### src/design/utf8_word_segment_marker_macros.svh
// Assertion macros shared by the utf8 word segment marker RTL.
`ifndef UTF8_WORD_SEGMENT_MARKER_MACROS_SVH
`define UTF8_WORD_SEGMENT_MARKER_MACROS_SVH

// Same-cycle implication, sampled on clk, off during reset.
`define UWSM_ASSERT_IMP(lbl, ante, cons) \
  lbl: assert property (@(posedge clk) disable iff (!rst_n) (ante) |-> (cons)) \
    else $error("utf8ws: check failed");

// Next-cycle implication, sampled on clk, off during reset.
`define UWSM_ASSERT_NXT(lbl, ante, cons) \
  lbl: assert property (@(posedge clk) disable iff (!rst_n) (ante) |=> (cons)) \
    else $error("utf8ws: check failed");

`endif

### src/design/utf8ws_pkg.sv
// Types, codes and character class tables of the utf8 word segment marker.
`default_nettype none
package utf8ws_pkg;

  localparam int CP_W  = 21;
  localparam int LEN_W = 3;

  typedef enum logic [1:0] {
    CLS_SEP  = 2'd0,
    CLS_WORD = 2'd1,
    CLS_CJK  = 2'd2
  } char_class_t;

  // Results caused by one byte: a run of malformed units, then an optional tail unit.
  typedef struct packed {
    logic [1:0]       flush_n;
    logic             flush_bnd;
    logic             tail_vld;
    logic [CP_W-1:0]  tail_cp;
    logic [LEN_W-1:0] tail_len;
    logic             tail_bad;
    char_class_t      tail_cls;
    logic             tail_bnd;
  } burst_t;

  function automatic logic in_span(input logic [CP_W-1:0] cp, input logic [CP_W-1:0] lo,
                                   input logic [CP_W-1:0] hi);
    in_span = (cp >= lo) && (cp <= hi);
  endfunction

  function automatic logic is_cjk(input logic [CP_W-1:0] cp);
    logic hit;
    hit = in_span(cp, 21'h03040, 21'h0309F) || in_span(cp, 21'h030A0, 21'h030FF) ||
          in_span(cp, 21'h03400, 21'h04DBF) || in_span(cp, 21'h04E00, 21'h09FFF) ||
          in_span(cp, 21'h0AC00, 21'h0D7AF) || in_span(cp, 21'h0F900, 21'h0FAFF) ||
          in_span(cp, 21'h0FF01, 21'h0FF5E) || in_span(cp, 21'h031F0, 21'h031FF) ||
          in_span(cp, 21'h20000, 21'h2FA1F);
    // CJK punctuation points
    hit = hit || in_span(cp, 21'h03008, 21'h0301C) || in_span(cp, 21'h03001, 21'h03002) ||
          in_span(cp, 21'h03005, 21'h03006) || (cp == 21'h0303B) ||
          (cp == 21'h02010) || (cp == 21'h02013) || in_span(cp, 21'h02018, 21'h02019) ||
          in_span(cp, 21'h0201C, 21'h0201D) || (cp == 21'h0203C) ||
          in_span(cp, 21'h02047, 21'h02049) || in_span(cp, 21'h0FF60, 21'h0FF64);
    // 0x3012 and 0x3013 sit inside the range above but are not in the list
    if ((cp == 21'h03012) || (cp == 21'h03013)) begin
      hit = in_span(cp, 21'h03040, 21'h0309F);
    end
    is_cjk = hit;
  endfunction

  function automatic char_class_t classify(input logic [CP_W-1:0] cp);
    char_class_t c;
    if (is_cjk(cp)) begin
      c = CLS_CJK;
    end else if (cp < 21'h00080) begin
      c = (in_span(cp, 21'h30, 21'h39) || in_span(cp, 21'h41, 21'h5A) ||
           in_span(cp, 21'h61, 21'h7A) || (cp == 21'h5F)) ? CLS_WORD : CLS_SEP;
    end else if (in_span(cp, 21'h02000, 21'h0206F) || in_span(cp, 21'h03000, 21'h0303F) ||
                 in_span(cp, 21'h000A0, 21'h000BF) || (cp == 21'h000D7) ||
                 (cp == 21'h000F7)) begin
      c = CLS_SEP;
    end else begin
      c = CLS_WORD;
    end
    classify = c;
  endfunction

endpackage
`default_nettype wire

### src/design/utf8ws_decode.sv
// Byte decoder state and per-byte result burst of the utf8 word segment marker.
`default_nettype none
module utf8ws_decode
  import utf8ws_pkg::*;
(
  input  wire logic       clk,
  input  wire logic       rst_n,
  input  wire logic       accept,
  input  wire logic [7:0] data_byte,
  input  wire logic       end_of_text,
  output burst_t          burst
);

  logic [CP_W-1:0] part_r, part_nxt;
  logic [2:0]      exp_r, exp_nxt;
  logic [1:0]      rcv_r, rcv_nxt;
  char_class_t     prev_r, prev_nxt;
  logic            start_r, start_nxt;

  logic            pend, cont, complete;
  logic [2:0]      rcv_inc;
  logic [CP_W-1:0] part_cont;
  char_class_t     cls, prev_eff;
  logic            start_eff;

  assign pend      = (exp_r != 3'd0);
  assign cont      = (data_byte[7:6] == 2'b10);
  assign rcv_inc   = {1'b0, rcv_r} + 3'd1;
  assign complete  = ((rcv_inc + 3'd1) >= exp_r);
  assign part_cont = {part_r[CP_W-7:0], data_byte[5:0]};

  always_comb begin
    burst          = '0;
    burst.tail_cls = CLS_SEP;
    exp_nxt        = exp_r;
    rcv_nxt        = rcv_r;
    part_nxt       = part_r;
    if (pend && cont) begin
      if (complete) begin
        burst.tail_vld = 1'b1;
        burst.tail_cp  = part_cont;
        burst.tail_len = exp_r;
        exp_nxt        = 3'd0;
        rcv_nxt        = 2'd0;
        part_nxt       = '0;
      end else begin
        rcv_nxt  = rcv_inc[1:0];
        part_nxt = part_cont;
        if (end_of_text) begin
          burst.flush_n = rcv_inc[1:0] + 2'd1;
        end
      end
    end else begin
      if (pend) begin
        // broken sequence: lead and received continuations go out malformed
        burst.flush_n = rcv_r + 2'd1;
        exp_nxt       = 3'd0;
        rcv_nxt       = 2'd0;
        part_nxt      = '0;
      end
      burst.tail_len = 3'd1;
      if (!data_byte[7]) begin
        burst.tail_vld = 1'b1;
        burst.tail_cp  = {{(CP_W-8){1'b0}}, data_byte};
      end else if (end_of_text || cont || (data_byte[7:3] == 5'b11111)) begin
        burst.tail_vld = 1'b1;
        burst.tail_bad = 1'b1;
      end else begin
        rcv_nxt = 2'd0;
        priority if (data_byte[7:5] == 3'b110) begin
          exp_nxt  = 3'd2;
          part_nxt = {{(CP_W-5){1'b0}}, data_byte[4:0]};
        end else if (data_byte[7:4] == 4'b1110) begin
          exp_nxt  = 3'd3;
          part_nxt = {{(CP_W-4){1'b0}}, data_byte[3:0]};
        end else begin
          exp_nxt  = 3'd4;
          part_nxt = {{(CP_W-3){1'b0}}, data_byte[2:0]};
        end
      end
    end

    // malformed units are separators; only the first can open a segment
    burst.flush_bnd = start_r || (prev_r != CLS_SEP);
    prev_eff  = (burst.flush_n != 2'd0) ? CLS_SEP : prev_r;
    start_eff = (burst.flush_n != 2'd0) ? 1'b0 : start_r;
    cls       = classify(burst.tail_cp);
    burst.tail_cls = cls;
    burst.tail_bnd = start_eff || (cls == CLS_CJK) || (prev_eff == CLS_CJK) ||
                     ((cls == CLS_SEP) != (prev_eff == CLS_SEP));

    prev_nxt  = burst.tail_vld ? cls : prev_eff;
    start_nxt = (burst.tail_vld || (burst.flush_n != 2'd0)) ? 1'b0 : start_r;
    if (end_of_text) begin
      exp_nxt   = 3'd0;
      rcv_nxt   = 2'd0;
      part_nxt  = '0;
      prev_nxt  = CLS_SEP;
      start_nxt = 1'b1;
    end
  end

  always_ff @(posedge clk) begin
    if (!rst_n) begin
      part_r  <= '0;
      exp_r   <= 3'd0;
      rcv_r   <= 2'd0;
      prev_r  <= CLS_SEP;
      start_r <= 1'b1;
    end else if (accept) begin
      part_r  <= part_nxt;
      exp_r   <= exp_nxt;
      rcv_r   <= rcv_nxt;
      prev_r  <= prev_nxt;
      start_r <= start_nxt;
    end
  end

endmodule
`default_nettype wire

### src/design/utf8_word_segment_marker.sv
// Top level: UTF-8 decoder with word segment marks and result serializer.
//
// Input channel in_*: one raw text byte per item in in_tdata, in_tlast set on
// the final byte of a text. Result channel out_*: one decoded unit per item,
// out_tlast set on the final unit caused by an input byte. A byte gives zero to
// four units: none while a multi-byte sequence is still being gathered, several
// when a broken or truncated sequence is flushed as malformed single-byte units.
// Latency: a byte's first unit is presented the cycle after the byte is taken.
// Throughput: one byte per cycle while each byte gives at most one unit and the
// receiver takes each; the result register hands out one unit per cycle, so a
// byte with several units holds the input until its last unit leaves.
// The result register is the only buffering: when the receiver stalls, the
// current unit holds; in_tready stays low while more than one unit is pending
// and, on the last pending unit, follows out_tready.
// Reset (rst_n low, synchronous) clears any pending sequence and pending
// results and starts a new text; in_tlast does the same for the next byte.
`default_nettype none
`include "utf8_word_segment_marker_macros.svh"
module utf8_word_segment_marker
  import utf8ws_pkg::*;
(
  input  wire logic        clk,
  input  wire logic        rst_n,
  input  wire logic        in_tvalid,
  output logic             in_tready,
  input  wire logic [7:0]  in_tdata,   // [7:0] data_byte
  input  wire logic        in_tlast,   // end_of_text
  output logic             out_tvalid,
  input  wire logic        out_tready,
  // [20:0] code_point, [23:21] unit_length, [24] malformed, [26:25] char_class,
  // [27] boundary_before, [31:28] zero
  output logic [31:0]      out_tdata,
  output logic             out_tlast   // last_of_run
);

  burst_t burst;
  logic   in_acc, out_acc, buf_empty, last_one;

  logic [1:0]       flush_left_r;
  logic             flush_bnd_r;
  logic             tail_vld_r;
  logic [CP_W-1:0]  tail_cp_r;
  logic [LEN_W-1:0] tail_len_r;
  logic             tail_bad_r;
  char_class_t      tail_cls_r;
  logic             tail_bnd_r;

  assign in_acc    = in_tvalid && in_tready;
  assign out_acc   = out_tvalid && out_tready;
  assign buf_empty = (flush_left_r == 2'd0) && !tail_vld_r;
  assign last_one  = ((flush_left_r == 2'd0) && tail_vld_r) ||
                     ((flush_left_r == 2'd1) && !tail_vld_r);
  assign in_tready = buf_empty || (last_one && out_tready);

  utf8ws_decode u_decode (
    .clk         (clk),
    .rst_n       (rst_n),
    .accept      (in_acc),
    .data_byte   (in_tdata),
    .end_of_text (in_tlast),
    .burst       (burst)
  );

  assign out_tvalid = !buf_empty;

  always_comb begin
    if (flush_left_r != 2'd0) begin
      out_tdata = {4'd0, flush_bnd_r, CLS_SEP, 1'b1, 3'd1, {CP_W{1'b0}}};
      out_tlast = (flush_left_r == 2'd1) && !tail_vld_r;
    end else begin
      out_tdata = {4'd0, tail_bnd_r, tail_cls_r, tail_bad_r, tail_len_r, tail_cp_r};
      out_tlast = 1'b1;
    end
  end

  always_ff @(posedge clk) begin
    if (!rst_n) begin
      flush_left_r <= 2'd0;
      tail_vld_r   <= 1'b0;
    end else if (in_acc) begin
      flush_left_r <= burst.flush_n;
      tail_vld_r   <= burst.tail_vld;
    end else if (out_acc) begin
      if (flush_left_r != 2'd0) begin
        flush_left_r <= flush_left_r - 2'd1;
      end else begin
        tail_vld_r <= 1'b0;
      end
    end
  end

  // payload: load on a new item, drop the boundary mark after the first flushed unit
  always_ff @(posedge clk) begin
    if (in_acc) begin
      flush_bnd_r <= burst.flush_bnd;
      tail_cp_r   <= burst.tail_cp;
      tail_len_r  <= burst.tail_len;
      tail_bad_r  <= burst.tail_bad;
      tail_cls_r  <= burst.tail_cls;
      tail_bnd_r  <= burst.tail_bnd;
    end else if (out_acc && (flush_left_r != 2'd0)) begin
      flush_bnd_r <= 1'b0;
    end
  end

  `UWSM_ASSERT_NXT(a_run_continues, out_acc && !out_tlast, out_tvalid)
  `UWSM_ASSERT_IMP(a_load_on_last, in_acc && out_tvalid, out_tready && out_tlast)
  `UWSM_ASSERT_IMP(a_bad_unit_form, out_tvalid && (flush_left_r != 2'd0),
                   (out_tdata[23:0] == {3'd1, {CP_W{1'b0}}}) && (out_tdata[26:25] == CLS_SEP))
  `UWSM_ASSERT_NXT(a_single_flush_mark, out_acc && (flush_left_r != 2'd0) && !in_acc,
                   !flush_bnd_r)

endmodule
`default_nettype wire

### config.mk
export PLATFORM = sky130hd
export DESIGN_NAME = utf8_word_segment_marker
export DESIGN_NICKNAME = d
export VERILOG_FILES = /design/src/design/utf8ws_pkg.sv /design/src/design/utf8ws_decode.sv /design/src/design/utf8_word_segment_marker.sv
export VERILOG_INCLUDE_DIRS = /design/src /design/src/design
export SDC_FILE = /design/constraint.sdc
export NUM_CORES = 1
export LEC_CHECK = 0
export ABC_CLOCK_PERIOD_IN_PS = 10150
export BUFFER_PORTS_ARGS = -buffer_cell sky130_fd_sc_hd__buf_2
export CAP_MARGIN = 20
export CORE_MARGIN = 2
export CORE_UTILIZATION = 45
export DETAILED_ROUTE_END_ITERATION = 8
export GPL_TIMING_DRIVEN = 0
export HOLD_SLACK_MARGIN = 0.03
export PLACE_DENSITY = 0.69
export SLEW_MARGIN = 5
export SYNTH_ARGS = -nofsm -noshare
export SYNTH_HDL_FRONTEND = slang
export SYNTH_SLANG_ARGS = --single-unit
### constraint.sdc
create_clock -name clk -period 10.15 [get_ports clk]
set_clock_uncertainty 0.1 [all_clocks]
set_input_delay 2.03 -clock clk [delete_from_list [all_inputs] [get_ports clk]]
set_output_delay 2.03 -clock clk [all_outputs]
set_load 0.1 [all_outputs]
After elaboration in Yosys (flattened, before gate mapping):

Cells that the tools add are included.

* bits in registers: 61
* bits in latches: 0
* memory bits (writable): 0
* ROM bits: 0
* input bits: 13
* output and inout port bits: 35
* memories: 0

* $add $sub $neg: 5
* $mul: 0
* divide/modulo/power cells: 0
* magnitude comparators: 46
* eq/ne operators: 19
* shifts and indexed selects: 0
* muxes and demuxes: 52
* bitwise gates (word level): 1
* reduce and logical (&&, ||, !) cells: 85

Operator list (count)
* greater-or-equal comparator 21 x 14 -> 1 bit (second input constant): 12
* <= comparator 21 x 14 -> 1 bit (second input constant): 11
* 2-to-1 mux 21 bit: 7
* == test 21 x 14 -> 1 bit (second input constant): 6
* <= comparator 21 x 16 -> 1 bit (second input constant): 5
* greater-or-equal comparator 21 x 16 -> 1 bit (second input constant): 4
* 2-to-1 mux 25 bit: 2
* == test 21 x 8 -> 1 bit (second input constant): 2
* greater-or-equal comparator 21 x 7 -> 1 bit (second input constant): 2
* <= comparator 21 x 7 -> 1 bit (second input constant): 2
* logical OR 1 bit: 36
* 2-to-1 mux 2 bit: 18
* logical AND 1 bit: 30
* 2-to-1 mux 28 bit: 1
* 2-to-1 mux 3 bit: 8
* == test 21 x 7 -> 1 bit (second input constant): 1
* greater-or-equal comparator 21 x 15 -> 1 bit (second input constant): 1
* greater-or-equal comparator 21 x 18 -> 1 bit (second input constant): 1
* greater-or-equal comparator 21 x 6 -> 1 bit (second input constant): 1
* greater-or-equal comparator 21 x 8 -> 1 bit (second input constant): 1
* <= comparator 21 x 15 -> 1 bit (second input constant): 1
* <= comparator 21 x 18 -> 1 bit (second input constant): 1
* <= comparator 21 x 6 -> 1 bit (second input constant): 1
* <= comparator 21 x 8 -> 1 bit (second input constant): 1
* 24 further kinds: 53

Logic depth before layout (Yosys ltp):

Gate-level depths: netlist (run 1).

* depth after elaboration: 33
* gate-level depth with buffers: 15

Modules after synthesis:

From an unflattened synthesis (run 1), not the netlist that was laid out.

* cells, all modules: 544
* area total of the unflattened synthesis: 4566.9 sq um

By module, submodules not included
* utf8ws_decode: instances 1, cells an instance 444, area an instance 3185.6 sq um, seq. area each 460.4 sq um
* utf8_word_segment_marker: instances 1, cells an instance 100, area an instance 1381.3 sq um, seq. area each 930.9 sq um

Worst setup path before layout (run 1):

OpenSTA, ideal clock, no wires.

* path type: input -> output
* start: input port out_tready
* end: output port in_tready
* arrival time: 2.789 ns
* data required time: 8.020 ns
* slack: 5.231 ns
* stages: 1
* path buffers: 0
* path through: a22o_1

* cells in the longest elaborated chain, start to end: 2

Ends and longest elaborated chain
* start: declaration: line utf8_word_segment_marker.sv:29 `input wire logic out_tready,`
* logical AND 1 bit: line utf8_word_segment_marker.sv:53 `assign in_tready = buf_empty || (last_one && out_tready);`
* logical OR 1 bit: line utf8_word_segment_marker.sv:53
* end: declaration: line utf8_word_segment_marker.sv:25 `output logic in_tready,`

No other way between the ends.

==> results of run 1 <==
## how the worst max path moves through the flow
stage | to | from | cells after the start
floorplan | in_tready | out_tready | 1
global placement | tail_bnd_r | in_tdata[0] | 11
detailed placement | tail_bnd_r | in_tdata[6] | 10
CTS | in_tready | out_tready | 3
global route | tail_bnd_r | in_tdata[6] | 11
finish | tail_bnd_r | in_tdata[6] | 10
## per-layer routing
layer | wire length, um | share of wire, %
met3 | 1230 | 8.6
met1 | 5880 | 41
met5 | 0 | 0
met4 | 586 | 4.1
met2 | 6590 | 46
## power by group through the flow
stage	Clock (uW)	Sequential, uW	Combinational, uW
6_report	147	252	243
2_1_floorplan	0	256	198
3_5_place_dp	0	258	239
3_3_place_gp	0	257	238
5_1_grt	156	253	254
4_1_cts	146	253	239
## flip-flops by register name (all words and copies together), names as in the netlist, 2 cells and up
register         count
tail_cp_r           21
u_decode.part_r     15
tail_len_r           3
u_decode.exp_r       3
flush_left_r         2
tail_cls_r           2
u_decode.prev_r      2
u_decode.rcv_r       2
## Yosys cell counts, types with 9 or more instances
library cell	count
nor2_1	58
nand2_1	42
and2_1	34
clkbuf_1	34
edfxtp_1	29
dfxtp_1	26
o21ai_0	26
a21oi_1	21
and3_1	20
nor2b_1	17
nor3_1	16
a22oi_1	15
nand4_1	13
inv_1	12
nor4_1	10
nand3_1	9
## cells in the final DEF, fill, tap and decap left out, types with 13 or more instances in the layout
| cell type | count |
|---|---|
| nand2_1 | 42 |
| and3_1 | 20 |
| and2_1 | 34 |
| edfxtp_1 | 29 |
| nor2b_1 | 17 |
| nor3_1 | 16 |
| buf_2 | 45 |
| clkbuf_1 | 35 |
| dfxtp_1 | 26 |
| nand4_1 | 13 |
| a21oi_1 | 21 |
| nor2_1 | 58 |
| o21ai_0 | 26 |
| a22oi_1 | 15 |
## worst min-delay path, cell delays in order, from the launching register on
cell and delay (ns):
dfxtp_1 0.34, nand3_1 0.07, o21ai_1 0.05
## kinds of logic (layout without fill, tap and decap cells)
family                   Yosys count  in the layout  share of synthesized area [%]
AND/OR/NAND/NOR                  265            265                           35.5
AO/OA/AOI/OAI                    129            129                           22.0
buffers and inverters             58            108                           6.00
flip-flops                        55             55                           33.4
adder cells (fa/ha/maj)            7              7                           2.10
XOR/XNOR                           2              2                          0.420
multiplexers                       2              2                          0.510
other                              1              4                         0.0899
## cell type report
type / instances / area (sq um)
well taps: 111 / 139
plain buffers: 45 / 201
flip-flops and latches: 55 / 1390
inverters: 13 / 48.8
clock buffers: 6 / 72.6
fillers: 915 / 4450
clock inverters: 2 / 37.5
repair buffers: 42 / 233
multi-input cells: 409 / 2540
## stage by stage
step | std cells | setup slack [ns]
after floorplan | 522 | 5.23
after global placement | 674 | 4.95
after detailed placement | 674 | 5.03
after CTS | 682 | 5.32
after global routing | 683 | 5.10
final | 683 | 5.27
==> flow_results.xml, run 1 <==
<?xml version="1.0" encoding="UTF-8"?>
<metrics>
  <group name="status">
    <metric name="status" unit="">finished clean</metric>
  </group>
  <group name="setup_path">
    <metric name="start_kind" unit="">primary input</metric>
    <metric name="critPathBufInv" unit="">2</metric>
    <metric name="worstReg2RegStart" unit="">u_decode.rcv_r[0]</metric>
    <metric name="cp_cell_sequence" unit="">buf_2 &gt; clkbuf_1 &gt; nor2b_1 &gt; nor2_1 &gt; nand4_1 &gt; o41ai_1 &gt; a2111o_1 &gt; nor4_2 &gt; a31oi_4 &gt; a21o_1</metric>
    <metric name="worstSetupEndpointType" unit="">flip-flop</metric>
    <metric name="depth_of_the_worst_register_to_register_path" unit="">14</metric>
    <metric name="reg2reg_setup_slack" unit="ns">5.68</metric>
    <metric name="worstReg2RegEnd" unit="">tail_bnd_r</metric>
    <metric name="worst-endpoint-required" unit="ns">10.13</metric>
    <metric name="critPathTopFamily" unit="">simple AND/OR/NAND/NOR gates</metric>
    <metric name="timing.critical_path.arrival" unit="ns">4.86</metric>
    <metric name="critPathMaxStageDelay" unit="ns">0.59</metric>
    <metric name="timing.critical_path.slowest_stage_cell" unit="">nor2b_1</metric>
    <metric name="cp_max_fo" unit="">10</metric>
    <metric name="worstSetupPathType" unit="">in2reg</metric>
  </group>
  <group name="run">
    <metric name="cap_viol_max_count" unit="">0</metric>
  </group>
  <group name="yosys">
    <metric name="yosysSeqAreaShare" unit="%">33.4</metric>
    <metric name="synthesis.area_per_instance" unit="sq um">8.03</metric>
    <metric name="flip_flop_cell_with_the_highest_count_after_synthesis" unit="">edfxtp_1</metric>
    <metric name="synth_async_sr_flop_share" unit="%">0</metric>
    <metric name="synth.ff_latch_count" unit="">55</metric>
    <metric name="synth_top_area_share" unit="%">20.9</metric>
    <metric name="synth_warnings" unit="">0</metric>
    <metric name="synth_area_leaders" unit="">edfxtp_1 (21%), dfxtp_1 (12%), nor2_1 (5.2%)</metric>
    <metric name="count_of_different_cell_masters_after_synthesis" unit="">82</metric>
    <metric name="syn-cell-area" unit="sq um">4170</metric>
    <metric name="synthCells" unit="">519</metric>
    <metric name="netlist.top_cell.by_area" unit="">edfxtp_1</metric>
    <metric name="post_synth_edffs" unit="">29</metric>
  </group>
  <group name="cts">
    <metric name="postCtsSetupBuffers" unit="">0</metric>
    <metric name="htree_num_levels" unit="">2</metric>
    <metric name="worstSkewPairLatency" unit="ns">0.31</metric>
    <metric name="cts.root.buffer_cell" unit="">clkbuf_8</metric>
    <metric name="cts-root-to-sink-buffers" unit="">2</metric>
    <metric name="path_clk_slew" unit="ns">0.10</metric>
    <metric name="cts.hold.buffers_added" unit="">0</metric>
    <metric name="numCtsBuffers" unit="">5</metric>
    <metric name="total_of_cells_resized_after_clock_tree_synthesis" unit="">0</metric>
    <metric name="tritoncts" unit="">built</metric>
    <metric name="cts.sinks" unit="">55</metric>
  </group>
  <group name="sta">
    <metric name="timing.fmax" unit="MHz">205</metric>
    <metric name="hold_viol" unit="">0</metric>
    <metric name="fin_hold_ws" unit="ns">0.388</metric>
    <metric name="grt_setup_unrepaired" unit="">no</metric>
    <metric name="finalCriticalPeriod" unit="ns">4.88</metric>
    <metric name="final-setup-viol-count" unit="">0</metric>
    <metric name="finalMaxSlewViolations" unit="">0</metric>
    <metric name="worst_margin_slew" unit="ns">0.887</metric>
    <metric name="fin_setup_tns" unit="ns">0</metric>
    <metric name="timing.max_slew.rel_slack" unit="%">40.3</metric>
    <metric name="final_clock_period_utilization_by_the_worst_path" unit="%">48.1</metric>
  </group>
  <group name="global_route">
    <metric name="top_usage_layer" unit="">met2</metric>
    <metric name="grt_pass1_vias" unit="">4058</metric>
    <metric name="use_met3" unit="%">4.32</metric>
    <metric name="gr-total-overflow" unit="">0</metric>
    <metric name="global_route_wire_length_before_repair" unit="um">22200</metric>
    <metric name="use_met2" unit="%">46.1</metric>
    <metric name="pin_count_of_the_biggest_net_entering_global_routing" unit="">37</metric>
    <metric name="globalRouteTotalUtil" unit="%">28.4</metric>
    <metric name="met1_usage" unit="%">36.7</metric>
    <metric name="antenna_found_initial" unit="">0</metric>
  </group>
  <group name="final_layout">
    <metric name="nNetsFinal" unit="">591</metric>
    <metric name="area_growth" unit="%">11.8</metric>
    <metric name="post_route_cells_drive_above_1_share" unit="%">14.9</metric>
    <metric name="antennaDiodeCount" unit="">0</metric>
    <metric name="final_design_area_no_fill" unit="sq um">4660</metric>
    <metric name="finish.utilization" unit="%">51.2</metric>
  </group>
  <group name="floorplanning">
    <metric name="floorplan.core_area" unit="sq um">9110</metric>
    <metric name="design.die.area" unit="sq um">10100</metric>
    <metric name="die_h" unit="um">100</metric>
    <metric name="boundaryPins" unit="">48</metric>
    <metric name="fp-row-count" unit="">35</metric>
    <metric name="initial_utilization" unit="%">45.8</metric>
    <metric name="die-width" unit="um">100</metric>
  </group>
  <group name="routing">
    <metric name="drt-pass1-iter-count" unit="">5</metric>
    <metric name="average_wire_per_cell_in_the_routed_design" unit="um">20.9</metric>
    <metric name="drtAntennaViolNets" unit="">0</metric>
    <metric name="drtIter0Drc" unit="">503</metric>
    <metric name="routed_wirelength" unit="um">14300</metric>
    <metric name="detail_route.vias_per_cell" unit="">6.43</metric>
    <metric name="via_count" unit="">4395</metric>
    <metric name="drc_errors" unit="">0</metric>
  </group>
  <group name="power_and_ir_drop">
    <metric name="power_frac_clock" unit="%">22.9</metric>
    <metric name="max-vdd-ir-drop" unit="uV">84.9</metric>
    <metric name="switching_power" unit="uW">275</metric>
    <metric name="internal_power" unit="uW">367</metric>
    <metric name="seq_power_share" unit="%">39.2</metric>
    <metric name="share_comb_of_total_power" unit="%">37.9</metric>
    <metric name="pwr_density_cell" unit="nW/um^2">138</metric>
    <metric name="report.power.total" unit="uW">642</metric>
    <metric name="sw_frac_of_total" unit="%">42.9</metric>
    <metric name="power.static_leakage" unit="uW">0.00175</metric>
  </group>
  <group name="hold_path">
    <metric name="hold_depth" unit="">2</metric>
    <metric name="timing.hold.worst.class" unit="">reg2reg</metric>
    <metric name="min_delay_worst_endpoint" unit="">u_decode.prev_r[0]</metric>
    <metric name="worst_hold_startpoint" unit="">u_decode.prev_r[0]</metric>
  </group>
  <group name="place">
    <metric name="routabilityCongestion" unit="">0.999</metric>
    <metric name="detailed_place.area" unit="sq um">4520</metric>
    <metric name="placement.io_buffers" unit="">41</metric>
    <metric name="place.detailed.hpwl" unit="um">11000</metric>
  </group>
</metrics>
(Power assumes the default switching activity.)
==> run 2: changes to the inputs <==
--- a/config.mk
+++ b/config.mk
@@ -6,7 +6,7 @@
 export SDC_FILE = /design/constraint.sdc
 export NUM_CORES = 1
 export LEC_CHECK = 0
-export ABC_CLOCK_PERIOD_IN_PS = 10150
+export ABC_CLOCK_PERIOD_IN_PS = 3900
 export BUFFER_PORTS_ARGS = -buffer_cell sky130_fd_sc_hd__buf_2
 export CAP_MARGIN = 20
 export CORE_MARGIN = 2
@@ -14,7 +14,7 @@
 export DETAILED_ROUTE_END_ITERATION = 8
 export GPL_TIMING_DRIVEN = 0
 export HOLD_SLACK_MARGIN = 0.03
-export PLACE_DENSITY = 0.69
+export PLACE_DENSITY = 0.72
 export SLEW_MARGIN = 5
 export SYNTH_ARGS = -nofsm -noshare
 export SYNTH_HDL_FRONTEND = slang
==> constraint.sdc (replaced) <==
create_clock -name clk -period 3.9 [get_ports clk]
set_clock_uncertainty 0.1 [all_clocks]
set_input_delay 0.78 -clock clk [delete_from_list [all_inputs] [get_ports clk]]
set_output_delay 0.78 -clock clk [all_outputs]
set_load 0.1 [all_outputs]
==> run 2 against run 1 <==
Net effect: register-to-register slack got worse by 5.6 ns; worst setup slack lost 5.2 ns; worst hold slack got worse by 0.0013 ns; non-clock buffer count is 7 higher; flip-flop and latch count is the same; global-route usage rose by 1.4 points; clock-buffer cell count fell by 1; routed wire length is 6.3% higher; utilization is 2.0 points higher; sequential power grew to 2.6 times the previous value; die area unchanged; via count rose by 0.93%; critical path type is now reg2reg; highest routed layer unchanged.
==> flow_results.xml, run 2 (same netlist as run 1, synthesis figures left out) <==
<?xml version="1.0" encoding="UTF-8"?>
<metrics>
  <group name="power_and_ir_drop">
    <metric name="max-vdd-ir-drop" unit="uV">214</metric>
    <metric name="report.power.total" unit="uW">1640</metric>
    <metric name="power_frac_clock" unit="%">20.4</metric>
    <metric name="switching_power" unit="uW">737</metric>
    <metric name="seq_power_share" unit="%">40.0</metric>
    <metric name="sw_frac_of_total" unit="%">44.9</metric>
    <metric name="share_comb_of_total_power" unit="%">39.7</metric>
    <metric name="pwr_density_cell" unit="nW/um^2">338</metric>
    <metric name="power.static_leakage" unit="uW">0.00184</metric>
    <metric name="internal_power" unit="uW">903</metric>
  </group>
  <group name="floorplanning">
    <metric name="die_h" unit="um">100</metric>
    <metric name="die-width" unit="um">100</metric>
    <metric name="fp-row-count" unit="">35</metric>
    <metric name="initial_utilization" unit="%">45.8</metric>
    <metric name="floorplan.core_area" unit="sq um">9110</metric>
    <metric name="boundaryPins" unit="">48</metric>
    <metric name="design.die.area" unit="sq um">10100</metric>
  </group>
  <group name="routing">
    <metric name="drtAntennaViolNets" unit="">0</metric>
    <metric name="drc_errors" unit="">0</metric>
    <metric name="via_count" unit="">4436</metric>
    <metric name="routed_wirelength" unit="um">15200</metric>
    <metric name="average_wire_per_cell_in_the_routed_design" unit="um">22.0</metric>
    <metric name="detail_route.vias_per_cell" unit="">6.42</metric>
    <metric name="drtIter0Drc" unit="">424</metric>
    <metric name="drt-pass1-iter-count" unit="">5</metric>
  </group>
  <group name="setup_path">
    <metric name="worstSetupPathType" unit="">reg2reg</metric>
    <metric name="worstSetupEndpointType" unit="">flip-flop</metric>
    <metric name="worst-endpoint-required" unit="ns">3.88</metric>
    <metric name="timing.critical_path.arrival" unit="ns">3.79</metric>
    <metric name="start_kind" unit="">flip-flop</metric>
    <metric name="cp_max_fo" unit="">8</metric>
  </group>
  <group name="global_route">
    <metric name="pin_count_of_the_biggest_net_entering_global_routing" unit="">37</metric>
    <metric name="global_route_wire_length_before_repair" unit="um">23000</metric>
    <metric name="grt_pass1_vias" unit="">4085</metric>
    <metric name="globalRouteTotalUtil" unit="%">29.8</metric>
    <metric name="antenna_found_initial" unit="">1</metric>
    <metric name="gr-total-overflow" unit="">0</metric>
  </group>
  <group name="cts">
    <metric name="worstSkewPairLatency" unit="ns">0.31</metric>
    <metric name="cts.root.buffer_cell" unit="">clkbuf_8</metric>
    <metric name="cts-root-to-sink-buffers" unit="">2</metric>
    <metric name="numCtsBuffers" unit="">5</metric>
    <metric name="htree_num_levels" unit="">2</metric>
    <metric name="path_clk_slew" unit="ns">0.10</metric>
    <metric name="tritoncts" unit="">built</metric>
    <metric name="cts.sinks" unit="">55</metric>
  </group>
  <group name="final_layout">
    <metric name="finish.utilization" unit="%">53.2</metric>
    <metric name="fillers" unit="">887</metric>
    <metric name="number_of_flip_flops_under_the_largest_register_name" unit="">21</metric>
    <metric name="top_regs" unit="">tail_cp_r x21, u_decode.part_r x15</metric>
    <metric name="area_growth" unit="%">16.3</metric>
    <metric name="largest-register" unit="">tail_cp_r</metric>
    <metric name="nNetsFinal" unit="">598</metric>
    <metric name="layoutNonFillerInstCount" unit="">691</metric>
    <metric name="post_route_cells_drive_above_1_share" unit="%">19.0</metric>
    <metric name="most_frequent_standard_cell_in_the_layout_excluding_fill_and_tap_cells" unit="">nor2_1</metric>
    <metric name="layout.cells.most_common_list" unit="">nor2_1 (56), buf_2 (43), nand2_1 (42)</metric>
  </group>
  <group name="sta">
    <metric name="timing.max_slew.rel_slack" unit="%">27.5</metric>
    <metric name="setup_ws" unit="ns">0.0866</metric>
    <metric name="hold_viol" unit="">0</metric>
    <metric name="timing.fmax" unit="MHz">262</metric>
    <metric name="fin_hold_ws" unit="ns">0.386</metric>
    <metric name="worst_margin_slew" unit="ns">1.08</metric>
    <metric name="final_clock_period_utilization_by_the_worst_path" unit="%">97.8</metric>
    <metric name="finalCriticalPeriod" unit="ns">3.81</metric>
    <metric name="final-setup-viol-count" unit="">0</metric>
    <metric name="finalMaxSlewViolations" unit="">0</metric>
    <metric name="grt_setup_unrepaired" unit="">no</metric>
  </group>
  <group name="run">
    <metric name="cap_viol_max_count" unit="">0</metric>
  </group>
  <group name="status">
    <metric name="status" unit="">finished clean</metric>
  </group>
  <group name="place">
    <metric name="placed_cells" unit="">674</metric>
    <metric name="routabilityCongestion" unit="">0.995</metric>
    <metric name="place.detailed.hpwl" unit="um">11400</metric>
    <metric name="preCtsSetupSlack" unit="ns">-0.369</metric>
    <metric name="placement.io_buffers" unit="">41</metric>
  </group>
  <group name="hold_path">
    <metric name="timing.hold.worst.class" unit="">reg2reg</metric>
  </group>
</metrics>
## run 2: power by group through the flow
stage	clock network, uW	registers (uW)	logic, uW
detailed placement	0	671	625
global placement	0	669	624
CTS	334	658	632
finish	334	655	650
floorplan	0	667	516
global route	356	659	677
## run 2: path summary, 6_finish.rpt
| kind | from | to | slack (ns) | depth (start not counted) |
|---|---|---|---|---|
| min reg2reg | u_decode.prev_r[0] | u_decode.prev_r[0] | 0.39 | 2 |
| max | u_decode.part_r[10] | tail_bnd_r | 0.09 | 8 |
| max reg2reg | u_decode.part_r[10] | tail_bnd_r | 0.09 | 8 |
| min | u_decode.prev_r[0] | u_decode.prev_r[0] | 0.39 | 2 |
## run 2: through the flow
step                area [sq um]  TNS (ns)
floorplan                   4180         0
global placement            4520     -1.36
detailed placement          4520     -1.44
CTS                         4720         0
global route                4850         0
finish                      4850         0
## run 2: cell type report
cell class | count | area, sq um | share of cell area [%]
Antenna cell | 1 | 2.50 | 0.0516
Buffer | 44 | 208 | 4.28
Clock buffer | 5 | 68.8 | 1.42
Clock inverter | 3 | 28.8 | 0.594
Inverter | 13 | 48.8 | 1.01
Multi-Input combinational cell | 409 | 2670 | 55.0
Sequential cell | 55 | 1400 | 28.8
Tap cell | 111 | 139 | 2.86
Timing Repair Buffer | 50 | 293 | 6.04
## run 2: metal layers
layer | GRT usage [%] | wire (um) | vias up
li1 | - | - | 2035
met1 | 38.1 | 6130 | 2011
met2 | 48.7 | 6900 | 308
met3 | 2.79 | 1150 | 82
met4 | 17.9 | 1000 | 0
met5 | 0 | 0 | -
## run 2: critical path, stage by stage (launching register included)
cell	delay [ns]
dfxtp_1	0.40
nor4_1	0.94
nand2_1	0.45
or3_1	0.48
a21oi_1	0.32
a41oi_1	0.26
o211ai_4	0.37
nand2_1	0.09
a21o_1	0.16
## run 2: repair_timing
item,in CTS,in global routing
hold buffers,0,0
buffers inserted,5,3
endpoints found under the setup margin,5,5
resized for setup,13,16
pin swaps,2,9
==> run 3: changes to the inputs <==
--- a/config.mk
+++ b/config.mk
@@ -15,6 +15,7 @@
 export GPL_TIMING_DRIVEN = 0
 export HOLD_SLACK_MARGIN = 0.03
 export PLACE_DENSITY = 0.72
+export REMOVE_ABC_BUFFERS = 1
 export SLEW_MARGIN = 5
 export SYNTH_ARGS = -nofsm -noshare
 export SYNTH_HDL_FRONTEND = slang
==> run 3 against run 2 <==
Net effect: utilization decreased by 0.82 points; clock-buffer cell count unchanged; flip-flop and latch count unchanged; first-iteration DRC count increased by 31%; critical path depth increased by 4; fmax increased by 0.15%; design area decreased by 1.5%; sequential share of layout area increased by 0.45 points; clock power increased by 22%; critical endpoint unchanged.
==> flow_results.xml, run 3 (same netlist as run 1, synthesis figures left out) <==
<?xml version="1.0" encoding="UTF-8"?>
<metrics>
  <group name="power_and_ir_drop">
    <metric name="max-vdd-ir-drop" unit="uV">172</metric>
    <metric name="pwr_density_cell" unit="nW/um^2">357</metric>
    <metric name="power.static_leakage" unit="uW">0.00177</metric>
    <metric name="report.power.total" unit="uW">1700</metric>
  </group>
  <group name="global_route">
    <metric name="antenna_found_initial" unit="">0</metric>
    <metric name="use_met2" unit="%">44.8</metric>
    <metric name="grt_pass1_vias" unit="">3920</metric>
    <metric name="top_usage_layer" unit="">met2</metric>
    <metric name="use_met3" unit="%">6.13</metric>
    <metric name="global_route_wire_length_before_repair" unit="um">22900</metric>
    <metric name="globalRouteTotalUtil" unit="%">29.6</metric>
    <metric name="met1_usage" unit="%">40.8</metric>
    <metric name="pin_count_of_the_biggest_net_entering_global_routing" unit="">34</metric>
    <metric name="gr-total-overflow" unit="">0</metric>
  </group>
  <group name="status">
    <metric name="status" unit="">finished clean</metric>
  </group>
  <group name="cts">
    <metric name="cts.hold.buffers_added" unit="">0</metric>
    <metric name="htree_num_levels" unit="">2</metric>
    <metric name="numCtsBuffers" unit="">5</metric>
    <metric name="cts-root-to-sink-buffers" unit="">2</metric>
    <metric name="worstSkewPairLatency" unit="ns">0.32</metric>
    <metric name="cts.root.buffer_cell" unit="">clkbuf_8</metric>
    <metric name="path_clk_slew" unit="ns">0.11</metric>
    <metric name="cts.sinks" unit="">55</metric>
    <metric name="tritoncts" unit="">built</metric>
  </group>
  <group name="floorplanning">
    <metric name="fp-row-count" unit="">35</metric>
    <metric name="boundaryPins" unit="">48</metric>
    <metric name="die-width" unit="um">100</metric>
    <metric name="die_h" unit="um">100</metric>
    <metric name="floorplan.core_area" unit="sq um">9110</metric>
    <metric name="initial_utilization" unit="%">45.8</metric>
    <metric name="design.die.area" unit="sq um">10100</metric>
  </group>
  <group name="setup_path">
    <metric name="worst-endpoint-required" unit="ns">3.89</metric>
    <metric name="timing.critical_path.slowest_stage_cell" unit="">nor2b_1</metric>
    <metric name="worstReg2RegEnd" unit="">tail_bnd_r</metric>
    <metric name="worstSetupEndpointType" unit="">flip-flop</metric>
    <metric name="start_kind" unit="">flip-flop</metric>
    <metric name="timing.critical_path.arrival" unit="ns">3.80</metric>
    <metric name="critPathMaxStageDelay" unit="ns">0.68</metric>
    <metric name="setup.worst_path.end" unit="">tail_bnd_r</metric>
    <metric name="worstReg2RegStart" unit="">u_decode.rcv_r[0]</metric>
    <metric name="worstSetupPathType" unit="">reg2reg</metric>
    <metric name="depth_of_the_worst_register_to_register_path" unit="">12</metric>
    <metric name="cp_max_fo" unit="">9</metric>
    <metric name="reg2reg_setup_slack" unit="ns">0.09</metric>
    <metric name="crit_path_start" unit="">u_decode.rcv_r[0]</metric>
    <metric name="cp_cell_sequence" unit="">inv_1 &gt; ha_1 &gt; nor2b_1 &gt; o21ai_4 &gt; buf_4 &gt; nand3_2 &gt; or4_1 &gt; o41ai_2 &gt; a2111o_1 &gt; nor4_4 &gt; a31oi_4 &gt; a21o_1</metric>
  </group>
  <group name="place">
    <metric name="routabilityCongestion" unit="">0.934</metric>
    <metric name="preCtsSetupSlack" unit="ns">-0.710</metric>
    <metric name="detailed_place.area" unit="sq um">4380</metric>
    <metric name="placement.io_buffers" unit="">43</metric>
    <metric name="place.detailed.hpwl" unit="um">9910</metric>
    <metric name="placed_cells" unit="">634</metric>
  </group>
  <group name="sta">
    <metric name="hold_viol" unit="">0</metric>
    <metric name="timing.max_slew.rel_slack" unit="%">34.8</metric>
    <metric name="timing.fmax" unit="MHz">263</metric>
    <metric name="final-setup-viol-count" unit="">0</metric>
    <metric name="final_clock_period_utilization_by_the_worst_path" unit="%">97.6</metric>
    <metric name="fin_setup_tns" unit="ns">0</metric>
    <metric name="finalMaxSlewViolations" unit="">0</metric>
    <metric name="setup_ws" unit="ns">0.0925</metric>
    <metric name="worst_margin_slew" unit="ns">0.969</metric>
    <metric name="finalCriticalPeriod" unit="ns">3.81</metric>
    <metric name="grt_setup_unrepaired" unit="">no</metric>
  </group>
  <group name="final_layout">
    <metric name="number_of_flip_flops_under_the_largest_register_name" unit="">21</metric>
    <metric name="final_design_area_no_fill" unit="sq um">4770</metric>
    <metric name="layoutNonFillerInstCount" unit="">654</metric>
    <metric name="area_growth" unit="%">14.5</metric>
    <metric name="top_regs" unit="">tail_cp_r x21, u_decode.part_r x15</metric>
    <metric name="nNetsFinal" unit="">562</metric>
    <metric name="largest-register" unit="">tail_cp_r</metric>
    <metric name="layout.cells.most_common_list" unit="">nor2_1 (56), buf_2 (44), nand2_1 (40)</metric>
    <metric name="most_frequent_standard_cell_in_the_layout_excluding_fill_and_tap_cells" unit="">nor2_1</metric>
    <metric name="antennaDiodeCount" unit="">0</metric>
    <metric name="fillers" unit="">880</metric>
    <metric name="post_route_cells_drive_above_1_share" unit="%">19.7</metric>
  </group>
  <group name="routing">
    <metric name="average_wire_per_cell_in_the_routed_design" unit="um">22.4</metric>
    <metric name="drtIter0Drc" unit="">555</metric>
    <metric name="routed_wirelength" unit="um">14700</metric>
    <metric name="via_count" unit="">4414</metric>
    <metric name="detail_route.vias_per_cell" unit="">6.75</metric>
    <metric name="drt-pass1-iter-count" unit="">5</metric>
    <metric name="drc_errors" unit="">0</metric>
    <metric name="drtAntennaViolNets" unit="">0</metric>
  </group>
  <group name="hold_path">
    <metric name="hold_depth" unit="">2</metric>
    <metric name="timing.hold.worst.class" unit="">reg2reg</metric>
  </group>
  <group name="run">
    <metric name="cap_viol_max_count" unit="">0</metric>
  </group>
</metrics>
==> run 3: worst min path at each step <==
| stage | start | to | slack [ns] |
|---|---|---|---|
| global placement | u_decode.prev_r[0] | u_decode.prev_r[0] | 0.36 |
| detailed placement | u_decode.prev_r[0] | u_decode.prev_r[0] | 0.37 |
| finish | u_decode.prev_r[0] | u_decode.prev_r[0] | 0.39 |
| floorplan | u_decode.prev_r[0] | u_decode.prev_r[0] | 0.35 |
| global route | u_decode.prev_r[0] | u_decode.prev_r[0] | 0.42 |
| CTS | u_decode.prev_r[0] | u_decode.prev_r[0] | 0.39 |
==> run 3: final cells by class <==
class                   count  area, sq um  area share [%]
flip-flops and latches     55         1400            29.2
clock inverters             3         47.5           0.996
well taps                 111          139            2.91
multi-input cells         411         2730            57.1
inverters                  13         48.8            1.02
clock buffers               5         68.8            1.44
repair buffers             56          347            7.26
==> run 3: per-stage QoR <==
stage | util (%) | hold slack (ns)
6_report | 52.4 | 0.388
3_3_place_gp | 47.6 | 0.357
5_1_grt | 52.4 | 0.423
4_1_cts | 51.4 | 0.386
3_5_place_dp | 48.0 | 0.370
2_1_floorplan | - | 0.346
==> run 3: power by group <==
part           internal, uW  switching [uW]  total (uW)
logic                   118             520         638
clock network           195             213         409
registers               646            11.3         657
total                   959             745        1700
==> run 3: timing repair <==
item | in CTS | in global routing
pin swaps | 4 | 9
endpoints found under the hold margin | 0 | 0
gates cloned | 2 | 0
setup endpoints to repair | 5 | 5
gates resized for setup | 18 | 14
buffers inserted | 8 | 2
==> run 3: routing by layer <==
| layer | part of all wire, % | vias up |
|---|---|---|
| li1 | - | 1971 |
| met1 | 42 | 2065 |
| met2 | 44 | 312 |
| met3 | 9.6 | 66 |
| met4 | 4.8 | 0 |
| met5 | 0 | - |
==> run 3: critical path: cells and delay by family (launching register included) <==
kind            cells  cell delay (ns)
compound gates      5             1.03
fa+ha+maj           1             0.26
buf+inv             2             0.37
flops               1             0.38
simple gates        4             1.41
